`src/rtl/core/flc_pkg.sv`:
```
// flc_pkg: shared types and constants of the fifo link flow completion block
// used by every module under rtl/core except flc_ram; depends on nothing

package flc_pkg;

    localparam int QUEUE_DEPTH_DEF = 64;
    localparam int TIME_W          = 32;
    localparam int SUM_W           = 64;
    localparam int OCC_W           = 7;
    localparam int ENTRY_W         = 2 * TIME_W;

    localparam logic [TIME_W-1:0] LINK_SPEED_RST = 32'd1;

    localparam logic MODE_ACCEPT = 1'b0;
    localparam logic MODE_TICK   = 1'b1;

    typedef struct packed {
        logic              mode;
        logic [TIME_W-1:0] now;
        logic [TIME_W-1:0] created_at;
        logic [TIME_W-1:0] flow_size;
    } in_item_t;

    typedef struct packed {
        logic              completed;
        logic [TIME_W-1:0] completion_span;
        logic [SUM_W-1:0]  span_total;
        logic [TIME_W-1:0] finished_count;
        logic [TIME_W-1:0] next_event;
        logic [OCC_W-1:0]  occupancy;
        logic              dropped;
    } out_result_t;

    // controller to datapath
    typedef struct packed {
        logic load_item;
        logic push;
        logic drop;
        logic rd_head;
        logic div_start;
        logic fin_load;
        logic pop;
        logic out_load;
    } cmd_t;

    // datapath to controller
    typedef struct packed {
        logic is_tick;
        logic full;
        logic empty;
        logic div_done;
        logic fin_due;
        logic out_free;
    } stat_t;

endpackage

```
`src/rtl/core/flc_ctrl.sv`:
```
// flc_ctrl: sequencer that steps one request through queue update and finish check
// depends on flc_pkg for the command and status structs

module flc_ctrl (
    input  logic           clk,
    input  logic           rst_n,
    input  logic           in_valid,
    output logic           idle,
    input  flc_pkg::stat_t stat,
    output flc_pkg::cmd_t  cmd
);

    localparam logic [2:0] S_IDLE = 3'd0;
    localparam logic [2:0] S_CHK  = 3'd1;
    localparam logic [2:0] S_NEXT = 3'd2;
    localparam logic [2:0] S_RD   = 3'd3;
    localparam logic [2:0] S_RDW  = 3'd4;
    localparam logic [2:0] S_DIV  = 3'd5;
    localparam logic [2:0] S_FIN  = 3'd6;
    localparam logic [2:0] S_OUT  = 3'd7;

    logic [2:0] state_reg;
    logic [2:0] state_next;
    logic       decide_reg;
    logic       decide_next;

    always_comb
    begin
        state_next  = state_reg;
        decide_next = decide_reg;
        cmd         = '0;
        unique case (state_reg)
            S_IDLE:
            begin
                if (in_valid)
                begin
                    cmd.load_item = 1'b1;
                    state_next    = S_CHK;
                end
            end
            S_CHK:
            begin
                if (!stat.is_tick)
                begin
                    cmd.drop   = stat.full;
                    cmd.push   = !stat.full;
                    state_next = S_NEXT;
                end
                else if (stat.empty)
                begin
                    state_next = S_OUT;
                end
                else
                begin
                    decide_next = 1'b1;
                    state_next  = S_RD;
                end
            end
            S_NEXT:
            begin
                decide_next = 1'b0;
                state_next  = stat.empty ? S_OUT : S_RD;
            end
            S_RD:
            begin
                cmd.rd_head = 1'b1;
                state_next  = S_RDW;
            end
            S_RDW:
            begin
                cmd.div_start = 1'b1;
                state_next    = S_DIV;
            end
            S_DIV:
            begin
                if (stat.div_done)
                begin
                    cmd.fin_load = 1'b1;
                    state_next   = S_FIN;
                end
            end
            S_FIN:
            begin
                // on a tick whose head finish is due: retire it, then recompute for the new head if one remains
                if (decide_reg && stat.fin_due)
                begin
                    cmd.pop    = 1'b1;
                    state_next = S_NEXT;
                end
                else
                begin
                    state_next = S_OUT;
                end
            end
            S_OUT:
            begin
                if (stat.out_free)
                begin
                    cmd.out_load = 1'b1;
                    state_next   = S_IDLE;
                end
            end
            default:
            begin
                state_next = S_IDLE;
            end
        endcase
    end

    always_ff @(posedge clk or negedge rst_n)
    begin
        if (!rst_n)
        begin
            state_reg  <= S_IDLE;
            decide_reg <= 1'b0;
        end
        else
        begin
            state_reg  <= state_next;
            decide_reg <= decide_next;
        end
    end

    assign idle = (state_reg == S_IDLE);

endmodule

```
`config.mk`:
```
export PLATFORM = sky130hd
export DESIGN_NAME = flc_ctrl
export DESIGN_NICKNAME = d
export VERILOG_FILES = /design/src/rtl/core/flc_pkg.sv /design/src/rtl/core/flc_ctrl.sv
export SDC_FILE = /design/constraint.sdc
export NUM_CORES = 1
export LEC_CHECK = 0
export ABC_AREA = 0
export BUFFER_PORTS_ARGS = -buffer_cell sky130_fd_sc_hd__buf_2
export CAP_MARGIN = 0
export CORE_AREA = 3 3 40 42
export CTS_CLUSTER_DIAMETER = 40
export DETAILED_ROUTE_END_ITERATION = 6
export DIE_AREA = 0 0 43 45
export GPL_TIMING_DRIVEN = 0
export PLACE_DENSITY = 0.63
export SYNTH_ARGS = -nofsm -noshare
export SYNTH_HDL_FRONTEND = slang
export SYNTH_SLANG_ARGS = --single-unit
```
`constraint.sdc`:
```
create_clock -name clk -period 1 [get_ports clk]
set_input_delay 0.1 -clock clk [delete_from_list [all_inputs] [get_ports clk]]
set_output_delay 0.1 -clock clk [all_outputs]
set_load 0.02 [all_outputs]
```
======== Yosys cells after proc, flatten, opt, wreduce, memory -nomap -nowiden ========
Index checks and enable logic that the tools add are counted.
operators by class
  reduce and logical (&&, ||, !) cells .... 6
  muxes and demuxes ....................... 22
  eq/ne operators ......................... 12
operators by type and width
  cell                                                                    number
  3-bit case mux with 8 select lines                                      1
  3-bit 2-to-1 mux                                                        6
  3-bit equality test (second input constant)                             4
  1-bit 2-to-1 mux                                                        12
  2-bit inequality test (second input constant)                           5
  3-bit by 2-bit equality test with 1-bit output (second input constant)  2
  3-bit AND reduction                                                     2
  2-bit 2-to-1 mux                                                        2
  3-bit by 1-bit equality test with 1-bit output (second input constant)  1
  3-bit logical NOT                                                       1
  1-bit case mux with 2 select lines                                      1
  2-bit nonzero test                                                      1
  1-bit logical AND                                                       1
  1-bit logical NOT                                                       1
word-level totals
  logic and storage cells ................. 42
  register bits after elaboration ......... 4
  output and inout port bits .............. 9

======== Logic depth before layout (Yosys ltp) ========
Gate-level depths: netlist of run 1.
  word-level depth ........................ 3
  gate-level depth with buffers ........... 4

======== Worst setup path after synthesis of run 1 ========
No wires, ideal clock.
  kind .................................... register -> output
  start point ............................. register state_reg[2]
  end point ............................... output port cmd[6] (netlist bit)
  arrival time ............................ 1.284 ns
  cell stages (with the launch flop) ...... 3
  required time ........................... 0.900 ns
  path buffers ............................ 1
  path slack .............................. -0.384 ns
  path through ............................ dfrtp_1 -> buf_4 -> nor4_1
RTL lines
  what                    line             RTL
  start, declared         flc_ctrl.sv:22   logic [2:0] state_reg;
  start signal, assigned  flc_ctrl.sv:119  state_reg <= state_next;
  end, declared           flc_ctrl.sv:10   output flc_pkg::cmd_t cmd

==> summary.md, run 1 <==
| Metric | Value |
|---|---|
| Post-route total power | `0.00223 W` |
| Number of H-tree levels | `1` |
| DPL Wire Length | `704 um` |
| Leading cell types by total area after synthesis | `sky130_fd_sc_hd__dfrtp_1 (30%), sky130_fd_sc_hd__nor4b_2 (8.9%), sky130_fd_sc_hd__nand2_1 (6.6%), sky130_fd_sc_hd__a21oi_1 (4.4%), sky130_fd_sc_hd__nor3_1 (4.4%)` |
| Master cell of the clock root buffer | `sky130_fd_sc_hd__clkbuf_4` |
| Count of buffers from port buffering | `17` |
| GP Congestion | `~0.74` |
| Number of maximum-capacitance constraint violations | `0` |
| Number of fill cells | `between 100 and 150` |
| Final number of max-transition violations | `0` |
| Vias per inst | `4.67` |
| Overall global routing resource usage | `0.112` |
| Clock buffers created by TritonCTS | `3` |
| Leakage power | `0.352 nW` |
| Arrival time of data at the critical path endpoint | `1.25 ns` |
| Portion of synthesized cell area occupied by the leading cell type | `0.295` |
| Crit path capture type | `output port` |
| GRT Residual Overflow | `0` |
| Largest family of logic cells by synthesized area | `simple AND/OR/NAND/NOR gates` |
| Number of global-route vias before repair | `380` |
| Most frequently used cell type in the post-synthesis netlist | `sky130_fd_sc_hd__nand2_1` |
| DIE AREA | `1940 um2` |
| Clock tree skew after final layout | `0.000246 ns` |
| Fin. Hold Viols | `0` |
| Final setup violation count | `13` |
| Sw Ratio | `0.440` |
| CORE AREA | `1280 um2` |
| Count of routing violations after the opening detailed-route iteration | `4` |
| Sequential group share of total power | `0.139` |
| PnR worst setup slack | `-0.353 ns` |
| Hold Path Origin | `in_valid` |
| Required time reported for the critical path endpoint | `0.90 ns` |
| Relative slew margins | `0.859` |
| Max FFs per register | `3` |
| Area growth from synthesis to final layout | `118%` |
| Antenna violations before repair | `0` |
| Starting Density | `0.264` |
| Clock transition at path regs | `0.03 ns` |
| Netlist Area Pre-Place | `339 um2` |
| Layout cells sized above 1 | `0.649` |
| Top fanout value on the critical path | `3` |
| Post-synthesis instance total | `43` |
| Sequential cell area fraction in the yosys report | `0.295` |
| Mapped Avg Cell Area | `7.89 um2` |
| Peak clock frequency supported by timing | `739 MHz` |
| Reg2reg start | `state_reg[1]$_DFFE_PN0P_` |
| Floorplan die height | `between 40 and 50 um` |
| Post-synthesis compound-gate area fraction | `0.221` |
| Clock tree from TritonCTS | `yes` |
| Power dissipated by switching net loads | `0.000982 W` |
| Design area | `739 um2` |
| Minimum clock period after layout | `1.35 ns` |
| Number of warnings reported in the yosys synthesis log | `0` |
| Final core occ | `0.575` |
| Synth area leader | `sky130_fd_sc_hd__dfrtp_1` |
| Drt wl/cell | `~12 um` |
| Number of standard-cell rows in the floorplan | `13` |
| Internal power | `0.00125 W` |
| Synth Flop Type | `sky130_fd_sc_hd__dfrtp_1` |
| Violations in the final reports | `setup timing` |
| Iteration count of the initial detailed-routing pass | `4` |
| Synthesized netlist net count | `52` |
| Power density over the cells | `3020 nW/um2` |
| Unrepaired setup endpoints after global routing | `yes` |
| #FFs+latches synth | `4` |
| Synth Area in Adders | `0` |
| ANT nets after route | `0` |
| Largest net degree at the start of global routing | `8` |
| Net total in the final layout | `88` |
| Hold Path Class | `in -> reg` |
| Die width | `43 um` |
| Final routed wirelength across all metal layers | `1100 um` |
| Tightest Pin Transition | `between 0.2 and 0.25 ns` |
| Synthesized-area fraction occupied by xor and xnor cells | `0` |
| Post-synth ARST share | `1.00` |
| Residual DRC count | `0` |
| Maximum buffer depth of the clock tree | `2` |
| Clk network pwr share | `0.085` |
| Multiplexer fraction of the synthesized cell area | `0.0295` |
| Top cells by count, synth | `sky130_fd_sc_hd__nand2_1 (6), sky130_fd_sc_hd__dfrtp_1 (4), sky130_fd_sc_hd__inv_1 (4)` |
| Minimum hold slack | `0.127 ns` |
| Number of synthesized flops with an enable pin | `0` |
| Diodes inserted | `0` |
| Result of the run | `finished with violations` |
| Placed standard-cell area | `512 um2` |
| Insertion delay of the later-clocked pin in the worst-skew pair | `0.23 ns` |
| Maximum resistive drop on vdd | `0.00162 V` |
| Beginning of the critical path | `state_reg[2]$_DFFE_PN0P_` |
| Global-route wire length before repair | `roughly 1600 um` |
| Multi-input logic area | `293 um2` |
| Clock net sink count | `4` |
| Ports placed on the boundary | `18` |
| Sequential cell area | `101 um2` |
| Comb pwr share | `0.776` |
| Number of library cell types mapped by synthesis | `21` |
| Simple-gate share of the synthesized area | `0.332` |
| Setup Crit Path Kind | `reg -> out` |
| Detailed-route via count | `430` |
| Setup crit start kind | `register` |
| Final worst path period share | `1.35` |
| Final-layout setup total negative slack | `-3.63 ns` |
-- stage by stage --
stage,setup slack [ns],cells
after floorplan,-0.0709,43
after global placement,-0.136,75
after detailed placement,-0.156,75
after CTS,-0.354,88
after global routing,-0.444,92
final,-0.353,92
-- path summary, 6_finish.rpt --
path	end	slack, ns	cells past startpoint
max	cmd[7]	-0.35	4
min	state_reg[0]$_DFFE_PN0P_	0.13	3
max reg2reg	state_reg[2]$_DFFE_PN0P_	-0.23	5
min reg2reg	decide_reg$_DFFE_PN0P_	0.53	2
max in group asynchronous	state_reg[2]$_DFFE_PN0P_	0.68	2
min in group asynchronous	state_reg[0]$_DFFE_PN0P_	0.20	2
-- cell type report --
type	count	area share
buffer	3	0.0508
clock buffer	3	0.0305
inverter	4	0.0271
multi-input combinational	32	0.396
sequential	4	0.137
tap	15	0.0254
timing repair buffer	31	0.333
-- what timing repair did --
action / CTS / global route
endpoints found under the hold margin: 4 / 0
resized for setup: 16 / 8
gates cloned: 0 / 0
setup buffers: 9 / 4
setup endpoints to repair: 13 / 13
hold buffers: 1 / 0
pin swaps: 6 / 6
-- routing by layer --
layer	track usage	up-vias	part of all wire
met5	0	-	0
met4	0.0723	0	0
met2	0.186	7	0.53
li1	-	220	-
met1	0.137	203	0.43
met3	0.0159	0	0.034
-- cell families after synthesis --
logic type | count (synthesis)
and+or+nand+nor | 19
AOI/OAI and AO/OA | 12
buffers and inverters | 7
DFF | 4
muxes | 1
-- power groups by stage --
stage	Clock (W)	Sequential, W	Combinational [W]
floorplan	0	0.000310	0.000831
global placement	0	0.000319	0.00103
CTS	0.000207	0.000327	0.00140
global route	0.000220	0.000320	0.00186
detailed placement	0	0.000325	0.00104
finish	0.000190	0.000310	0.00173
-- placed cells by master, fill, tap and decap left out, types with 2 or more instances in the layout --
master and n:
sky130_fd_sc_hd__o21ai_0 2, sky130_fd_sc_hd__a21o_1 2, sky130_fd_sc_hd__dfrtp_1 3, sky130_fd_sc_hd__buf_6 7, sky130_fd_sc_hd__inv_1 3, sky130_fd_sc_hd__nand2_1 4, sky130_fd_sc_hd__nor2_1 2, sky130_fd_sc_hd__clkbuf_4 3
sky130_fd_sc_hd__nor4b_4 2, sky130_fd_sc_hd__o21ai_1 2, sky130_fd_sc_hd__buf_2 8, sky130_fd_sc_hd__nor3_2 2, sky130_fd_sc_hd__nor3_4 2, sky130_fd_sc_hd__a21oi_1 3, sky130_fd_sc_hd__buf_4 16
-- worst max-delay path, cell delays in order, from the launching register on --
cell and delay, ns:
sky130_fd_sc_hd__dfrtp_2 0.43, sky130_fd_sc_hd__buf_12 0.14, sky130_fd_sc_hd__nor3_4 0.19, sky130_fd_sc_hd__and2_4 0.17, sky130_fd_sc_hd__buf_6 0.10
Power figures use the tool's default switching activity.
==> run 2, diff against run 1 <==
- CORE_AREA: 3 3 40 42 -> 2 2 39 41
- CTS_CLUSTER_SIZE: not set -> 40
- DIE_AREA: 0 0 43 45 -> 0 0 41 43
- clock period: 1 -> 1.19 ns (I/O delays scaled with it)
==> run 2 against run 1 <==
Net effect:
- the flow still finishes with violations (setup timing)
- total power shrank 18%
- count of clock-buffer cells in the layout did not move
- combinational power shrank 18%
- worst setup slack better by 0.14 ns
- routed wire length up 14%
- worst hold slack improved by 0.00063 ns
- register-to-register slack gained 0.16 ns
- clock skew grew 0.0027 ns
- clock power is 8% lower
- sequential power is 17% lower
- via count rose by 4.7%
- core utilization fell by 7.2 points
- critical endpoint is now cmd[5]
==> summary.md, run 2 (synthesis results as in run 1) <==
| Metric | Value |
|---|---|
| Setup Crit Path Kind | `reg -> out` |
| Peak clock frequency supported by timing | `711 MHz` |
| Final number of max-transition violations | `0 (unchanged)` |
| Count of buffers from port buffering | `17 (unchanged)` |
| Starting Density | `0.245 (-0.0188)` |
| Fin. Hold Viols | `0 (unchanged)` |
| Iteration count of the initial detailed-routing pass | `4 (unchanged)` |
| Power density over the cells | `2640 nW/um2 (-13%)` |
| Net total in the final layout | `85 (-3.4%)` |
| Clock tree skew after final layout | `0.00291 ns (+0.00266 ns)` |
| Vias per inst | `5.00 (+7.0%)` |
| Violations in the final reports | `setup timing` |
| DIE AREA | `1760 um2 (-8.9%)` |
| Ports placed on the boundary | `18 (unchanged)` |
| Required time reported for the critical path endpoint | `1.07 ns (+0.17 ns)` |
| Top fanout value on the critical path | `4 (+1)` |
| Count of routing violations after the opening detailed-route iteration | `4 (unchanged)` |
| Cells along the critical path | `buf_6 -> inv_6 -> nand2_8 -> nor4b_4 -> buf_4` |
| DPL Wire Length | `688 um (-2.3%)` |
| Final worst path period share | `1.18` |
| Area growth from synthesis to final layout | `106%` |
| Detailed-route via count | `450 (+4.7%)` |
| Sw Ratio | `0.457 (+0.0173)` |
| Post-route total power | `0.00184 W (-18%)` |
| Largest net degree at the start of global routing | `9 (+1)` |
| Clock buffers created by TritonCTS | `3 (unchanged)` |
| Residual DRC count | `0 (unchanged)` |
| CORE AREA | `1380 um2 (+7.7%)` |
| Crit path capture type | `output port` |
| Hold Path Class | `in -> reg` |
| Final-layout setup total negative slack | `-1.40 ns (+2.23 ns)` |
| Global-route wire length before repair | `1840 um (+14%)` |
| DP Worst Slack | `-0.0854 ns (+0.0703 ns)` |
| Minimum clock period after layout | `1.41 ns` |
| Number of H-tree levels | `1 (unchanged)` |
| Clock transition at path regs | `0.04 ns (about the same)` |
| Clk network pwr share | `0.095 (+0.010)` |
| Comb pwr share | `0.766 (-0.010)` |
| ANT nets after route | `0 (unchanged)` |
| Overall global routing resource usage | `0.156 (+0.0437)` |
| PnR worst setup slack | `-0.216 ns (+0.137 ns)` |
| Unrepaired setup endpoints after global routing | `yes` |
| Tightest Pin Transition | `0.234 ns (+0.0233 ns)` |
| Number of standard-cell rows in the floorplan | `14 (+1)` |
| Internal power | `0.000998 W (-20%)` |
| Most frequent standard cell in the layout excluding fill and tap cells | `sky130_fd_sc_hd__buf_2` |
| Master cell of the clock root buffer | `sky130_fd_sc_hd__clkbuf_4` |
| Antenna violations before repair | `0 (unchanged)` |
| Floorplan die height | `43 um (-4.4%)` |
| Die width | `41 um (-4.7%)` |
| GP Congestion | `0.748 (+1.6%)` |
| Clock tree from TritonCTS | `yes` |
| Relative slew margins | `0.843 (-0.0158)` |
| Setup crit start kind | `register` |
| Max FFs per register | `3 (unchanged)` |
| Insertion delay of the later-clocked pin in the worst-skew pair | `0.24 ns (about the same)` |
| Result of the run | `finished with violations` |
| Final core occ | `0.504 (-0.0718)` |
| Number of maximum-capacitance constraint violations | `0 (unchanged)` |
| Maximum resistive drop on vdd | `0.00132 V (-19%)` |
| Crit-path max cell delay | `0.36 ns (-0.07 ns)` |
| Final routed wirelength across all metal layers | `1260 um (+14%)` |
| Maximum buffer depth of the clock tree | `2 (unchanged)` |
| Drt wl/cell | `14.0 um (+17%)` |
| Layout cells sized above 1 | `0.608 (-0.0412)` |
| Commonest cells after routing, fill and taps aside | `sky130_fd_sc_hd__buf_2 (12), sky130_fd_sc_hd__buf_4 (9), sky130_fd_sc_hd__buf_6 (8)` |
| Clock net sink count | `4 (unchanged)` |
| Leakage power | `0.334 nW (-5.0%)` |
| Standard cell with the maximum stage delay on the critical path | `sky130_fd_sc_hd__dfrtp_1` |
| Number of global-route vias before repair | `428 (+13%)` |
| Power dissipated by switching net loads | `0.000841 W (-14%)` |
| Sequential group share of total power | `0.140 (about the same)` |
| GRT Residual Overflow | `0 (unchanged)` |
| Final setup violation count | `11 (-2)` |
| Count of buffering cells on the critical path with inverters included | `3 (+1)` |
| Arrival time of data at the critical path endpoint | `1.29 ns (+0.04 ns)` |
| Cell class contributing the biggest share of worst-path delay | `buffers and inverters` |
| Minimum hold slack | `0.128 ns (+0.000626 ns)` |
| Diodes inserted | `0 (unchanged)` |
[run 2: cell types whose count changed in the layout (fill, tap and decap cells not counted), sizes merged]
cell / delta
buf: -3
[run 2: power groups by stage]
stage                     clock, W  combinational (W)  sequential [W]
final                     0.000174            0.00141        0.000257
after global placement           0           0.000736        0.000249
after floorplan                  0           0.000578        0.000243
after CTS                 0.000182            0.00117        0.000255
after detailed placement         0           0.000748        0.000253
after global routing      0.000186            0.00150        0.000262
[run 2: area by class of cell]
class | instances | area [um2]
buffer | 3 | 33.8
clock buffer | 3 | 22.5
fill | 137 | 687
inverter | 4 | 20.0
multi-input combinational | 32 | 287
sequential | 4 | 100
tap | 16 | 20.0
timing repair buffer | 28 | 214
[run 2: metrics by stage]
| step | instances | instance area (um2) |
|---|---|---|
| after floorplan | 43 | 354 |
| after global placement | 76 | 459 |
| after detailed placement | 76 | 459 |
| after CTS | 88 | 629 |
| after global routing | 90 | 697 |
| final | 90 | 697 |
[run 2: metal layers]
metal	GRT usage	vias to the layer above	share of wire
met1	0.172	218	0.37
met2	0.263	14	0.58
met3	0.0209	4	0.032
met4	0.0933	0	0.020
li1	-	214	-
met5	0	-	0
[run 2: worst min-delay path: cells and delay by family]
kind,cells,cell delay [ns]
buffers and inverters,2,0.15
AO/OA/AOI/OAI,1,0.05
[run 2: path summary, 6_finish.rpt]
path	to	slack, ns	start	depth (start not counted)
worst min-delay path	state_reg[0]$_DFFE_PN0P_	0.13	in_valid	3
max in group asynchronous	state_reg[1]$_DFFE_PN0P_	0.86	rst_n	2
worst max register to register	state_reg[2]$_DFFE_PN0P_	-0.07	state_reg[1]$_DFFE_PN0P_	5
min in group asynchronous	state_reg[0]$_DFFE_PN0P_	0.21	rst_n	2
worst min register to register	decide_reg$_DFFE_PN0P_	0.57	decide_reg$_DFFE_PN0P_	2
worst max-delay path	cmd[5]	-0.22	state_reg[1]$_DFFE_PN0P_	5
[run 2: what timing repair did]
action / CTS / global route
setup endpoints to repair: 9 / 12
gates resized for setup: 22 / 8
setup buffers: 7 / 2
pin swaps: 3 / 8
cloned: 1 / 0
hold buffers: 1 / 0
endpoints found under the hold margin: 4 / 0
